[config.mk]
export PLATFORM = sky130hd
export DESIGN_NAME = occ_span_unit
export DESIGN_NICKNAME = d
export VERILOG_FILES = /design/src/occ_pkg.sv /design/src/occ_span_unit.sv
export SDC_FILE = /design/constraint.sdc
export NUM_CORES = 1
export LEC_CHECK = 0
export ABC_AREA = 1
export BUFFER_PORTS_ARGS = -buffer_cell sky130_fd_sc_hd__buf_2
export CORE_MARGIN = 2
export CORE_UTILIZATION = 44
export CTS_CLUSTER_SIZE = 12
export DETAILED_ROUTE_END_ITERATION = 12
export PLACE_DENSITY = 0.7
export SYNTH_ARGS = -nofsm -noshare
export SYNTH_HDL_FRONTEND = slang
export SYNTH_SLANG_ARGS = --single-unit
[constraint.sdc]
create_clock -name i_clk -period 2.46 [get_ports i_clk]
set_input_delay 0.492 -clock i_clk [delete_from_list [all_inputs] [get_ports i_clk]]
set_output_delay 0.492 -clock i_clk [all_outputs]
set_load 0.01 [all_outputs]
[src/occ_pkg.sv]
// Shared types and constants for the optimal cut cost interval solver.
// Used by every module in src; depends on nothing.
package occ_pkg;

    localparam int POS_BITS  = 16;
    localparam int COST_BITS = 24;
    // a + b + 2*len stays below 2^(COST_BITS+2)
    localparam int SUM_BITS  = COST_BITS + 2;
    localparam logic [COST_BITS-1:0] COST_MAX = {COST_BITS{1'b1}};

    typedef struct packed {
        logic [POS_BITS-1:0] point_position;
        logic                last_point;
    } t_in_word;

    typedef struct packed {
        logic [COST_BITS-1:0] min_effort;
        logic                 too_many_points;
        logic                 saturated;
    } t_out_word;

    // control that travels with one pair of table reads into the span unit
    typedef struct packed {
        logic start;
        logic rd_v;
        logic first;
        logic last;
    } t_span_ctl;

endpackage

[src/occ_span_unit.sv]
// Shared add/compare unit: sums one split candidate and keeps the running minimum.
// Depends on occ_pkg.
module occ_span_unit (
    input  logic                          i_clk,
    input  logic                          i_rst_n,
    input  occ_pkg::t_span_ctl            i_ctl,
    input  logic [occ_pkg::COST_BITS-1:0] i_rd_a,
    input  logic [occ_pkg::COST_BITS-1:0] i_rd_b,
    input  logic [occ_pkg::POS_BITS:0]    i_len2,
    output logic [occ_pkg::SUM_BITS-1:0]  o_best,
    output logic                          o_busy
);

    logic [occ_pkg::COST_BITS-1:0] w_a;
    logic [occ_pkg::COST_BITS-1:0] w_b;
    logic [occ_pkg::SUM_BITS-1:0]  r_sum;
    logic [occ_pkg::SUM_BITS-1:0]  r_best;
    logic                          r_s2;

    // neighbor spans cost nothing and are never written
    assign w_a = i_ctl.first ? '0 : i_rd_a;
    assign w_b = i_ctl.last  ? '0 : i_rd_b;

    always_ff @(posedge i_clk) begin
        if (!i_rst_n) begin
            r_s2 <= 1'b0;
        end else begin
            r_s2 <= i_ctl.rd_v;
        end
        r_sum <= occ_pkg::SUM_BITS'(w_a) + occ_pkg::SUM_BITS'(w_b)
               + occ_pkg::SUM_BITS'(i_len2);
        if (i_ctl.start) begin
            r_best <= occ_pkg::SUM_BITS'(occ_pkg::COST_MAX);
        end else if (r_s2 && (r_sum < r_best)) begin
            r_best <= r_sum;
        end
    end

    assign o_best = r_best;
    assign o_busy = r_s2;

endmodule

==> results.py <==
metrics = {
    "outcome": {
        "status": "complete, no violations",
    },
    "floorplanning": {
        "fp.dieH_um": 108,
        "die_w_um": 108,
        "dieArea_um2": 11600,
        "boundaryPins": 98,
        "rows": 37,
        "core_area_um2": 10400,
        "start_util_pct": 45.6,
    },
    "sta": {
        "max_freq_mhz": 428,
        "grt_setup_unrepaired": "true",
        "skew_ns": 0.00538,
        "hold_viol": 0,
        "setup_tns_ns": 0,
        "relSlewSlack_pct": 25.4,
        "period_share_pct": 94.9,
        "final.min_clock_period_ns": 2.33,
        "worstMarginPinSlew_ns": 1.11,
        "slew_viol_final": 0,
        "setup_viol": 0,
    },
    "critical_path": {
        "cp_slowest_stage_delay_ns": 0.47,
        "crit_path_cell_trace": "buf_6, clkbuf_16, nor2_1, fa_1, ha_4, nand2_1, nor2_1, inv_1, nor3_1, nand3_1, nand4_1, nand2_1",
        "criticalPathCategory": "in2reg",
        "required_ns": 2.67,
        "r2r_slack_ns": 0.38,
        "worstPathArrival_ns": 2.54,
        "end_kind": "register",
        "crit_slowest_cell": "fa_1",
        "reg2reg_from": "o_best[11]$_SDFFE_PP1P_",
        "start_kind": "input pin",
        "worstReg2RegEnd": "o_best[7]$_SDFFE_PP1P_",
        "path_max_fanout": 6,
        "ff2ff_path_depth": 12,
    },
    "pwr": {
        "switching_share_pct": 39.1,
        "cellPowerDensity_nw_per_um2": 535,
        "p_seq_share_pct": 36.2,
        "power_frac_clock_pct": 14.6,
        "power.internal_w": 0.00200,
        "p_switching_w": 0.00128,
        "combPwrFrac_pct": 49.2,
        "vdd_ir_drop_max_v": 0.000317,
        "power.leakage_nw": 3.44,
    },
    "routing": {
        "vias_per_cell": 4.86,
        "firstDrtPassIters": 4,
        "drt_first_iter_violations": 197,
        "routed_wl_um": 11800,
        "drtAntennaViolNets": 0,
        "wl_per_cell_um": 12.5,
        "drc_errors": 0,
        "vias": 4601,
    },
    "clock_tree": {
        "cts_sinks": 53,
        "cts_max_level": 2,
        "clk-insertion-delay-late_ns": 0.31,
        "cts_buffer_depth": 2,
        "clk_transition_reported_paths_ns": 0.09,
        "cts_buffers": 5,
        "cts_tree": "built",
        "root_buffer": "clkbuf_8",
    },
    "hold_path": {
        "holdPathStages": 3,
        "hold_start": "i_ctl[2]",
        "holdPathEnd": "o_busy$_SDFF_PN0_",
        "hold_class": "in2reg",
    },
    "layout": {
        "fillers": 994,
        "antenna_cells": 0,
        "nets": 954,
        "multi_input_area_um2": 3380,
        "finish.utilization_pct": 59.1,
        "regArea_um2": 1060,
        "area_growth_pct": 29.8,
        "layout-drive-gt1-share_pct": 31.4,
    },
    "global_route": {
        "globalRouteOverflowTotal": 0,
        "grt_first_pass_wirelength_um": 19100,
        "grt_pass1_vias": 4432,
        "grt_use_total_pct": 20.3,
        "grt_max_degree": 29,
        "antenna_found_initial": 0,
    },
    "logic_synthesis": {
        "yosysTopAreaCell": "dfxtp_1",
        "synth_area_um2": 4730,
        "ys_async_sr_fraction_pct": 0,
        "yosys_most_used_dff": "dfxtp_1",
        "synth_xor_area_share_pct": 2.41,
        "synthSimpleGateAreaFrac_pct": 33.7,
        "synthTopCellsByArea": "dfxtp_1 (22%), ha_1 (15%), nand2_1 (12%)",
        "syn-num-nets": 808,
        "yosys-top-cells-count": "nand2_1 (148), inv_1 (123), nor2_1 (83)",
        "seq_area_frac_synth_pct": 22.4,
        "synth_compound_area_share_pct": 6.91,
        "synth_top_family_by_area": "simple AND/OR/NAND/NOR gates",
        "yosysWarnings": 0,
        "synth.most_common_cell": "nand2_1",
        "synthAdderAreaFrac_pct": 22.2,
        "synth-seq-cells": 53,
        "syn_area_per_cell_um2": 7.12,
        "synth_mux_area_share_pct": 0,
        "synth_top_area_share_pct": 22.4,
        "synth_edf_count": 0,
        "synth_cells": 664,
        "yosysUniqueCellTypes": 31,
    },
    "place": {
        "dpl.hpwl_um": 9580,
        "gp_congestion": 1.01,
        "numPortBuffers": 97,
    },
    "run": {
        "maxCapViolCount": 0,
    },
}
==> cell type report <==
class                      count  share of cell area [%]
multi-input combinational    473                    55.1
clock inverter                 2                   0.163
tap                          136                    2.77
inverter                     124                    7.59
sequential                    53                    17.3
clock buffer                   6                    1.18
timing repair buffer         153                    15.9
==> per-layer routing <==
| metal | share of wire [%] | global-route usage, % | up-vias |
|---|---|---|---|
| met5 | 0 | 0 | - |
| met4 | 2.5 | 6.32 | 0 |
| met3 | 3.9 | 2.06 | 22 |
| met2 | 48 | 36.5 | 111 |
| met1 | 46 | 25.4 | 2089 |
| li1 | - | - | 2379 |
==> power groups by stage <==
stage          clock, W  combinational [W]  sequential, W
4_1_cts        0.000493            0.00145        0.00118
3_3_place_gp          0            0.00140        0.00119
2_1_floorplan         0           0.000880        0.00118
3_5_place_dp          0            0.00144        0.00120
5_1_grt        0.000523            0.00182        0.00121
6_report       0.000480            0.00161        0.00119
==> worst max path at each step <==
stage | start | slack, ns | cells after the start | end
floorplan | i_ctl[1] | 0.0004 | 12 | r_sum[25]$_DFF_P_
detailed placement | i_ctl[1] | -0.35 | 14 | r_sum[21]$_DFF_P_
global placement | i_ctl[1] | -0.34 | 14 | r_sum[21]$_DFF_P_
global route | i_ctl[0] | -0.009 | 14 | r_sum[21]$_DFF_P_
finish | i_ctl[0] | 0.13 | 12 | r_sum[19]$_DFF_P_
CTS | i_ctl[0] | 0.02 | 13 | r_sum[24]$_DFF_P_
==> flip-flops by register name, indices dropped and copies added (netlist names) <==
signal,cells
o_best,26
o_busy,1
r_sum,26
==> worst max-delay path: cells and delay by family <==
family | cells | cell delay, ns
AND/OR/NAND/NOR | 7 | 0.87
adder cells (fa/ha/maj) | 2 | 0.78
buffers and inverters | 3 | 0.39
==> what timing repair did <==
item                                    CTS  global route
endpoints found under the setup margin    4            17
setup buffers                             0             1
resized for setup                         3            57
hold buffers                              0             0
pin swaps                                 0            16
cloned                                    0             1
==> logic make-up (layout without fill, tap and decap cells) <==
group | count (synthesis) | in the layout
buffers and inverters | 138 | 285
AO/OA/AOI/OAI | 58 | 58
adder cells (fa/ha/maj) | 73 | 73
XOR/XNOR | 13 | 13
flip-flops | 53 | 53
AND/OR/NAND/NOR | 329 | 329
==> metrics by stage <==
stage	instances	total power (W)	hold WS, ns	cell area [um^2]	worst slack [ns]
global placement	937	0.00259	0.466	5710	-0.338
detailed placement	937	0.00264	0.470	5710	-0.353
finish	947	0.00328	0.365	6130	0.126
global route	947	0.00355	0.360	6130	-0.00906
floorplan	664	0.00206	0.469	4740	0.000352
CTS	945	0.00313	0.364	5810	0.0157
==> cell usage in the layout, fill, tap and decap left out, types with 3 or more instances in the layout <==
cell type  count
a21o_1         3
ha_2           4
a21oi_1       25
nand4_1       10
fa_1          16
buf_4         52
dfxtp_1       53
nor2_1        73
nand3_2       41
buf_2         95
ha_4          15
xnor2_1        4
clkbuf_8       5
nand3_1       35
o21a_1         4
o21bai_1       4
ha_1          36
nor2_2         9
a21oi_2       10
inv_1        122
o21ai_1        4
nand2_2        4
nor2_4         3
o21ai_0        5
buf_12         3
nor3_1         3
nand2_1      146
xor2_1         9
Note: power is estimated with default switching activity, not from simulation.
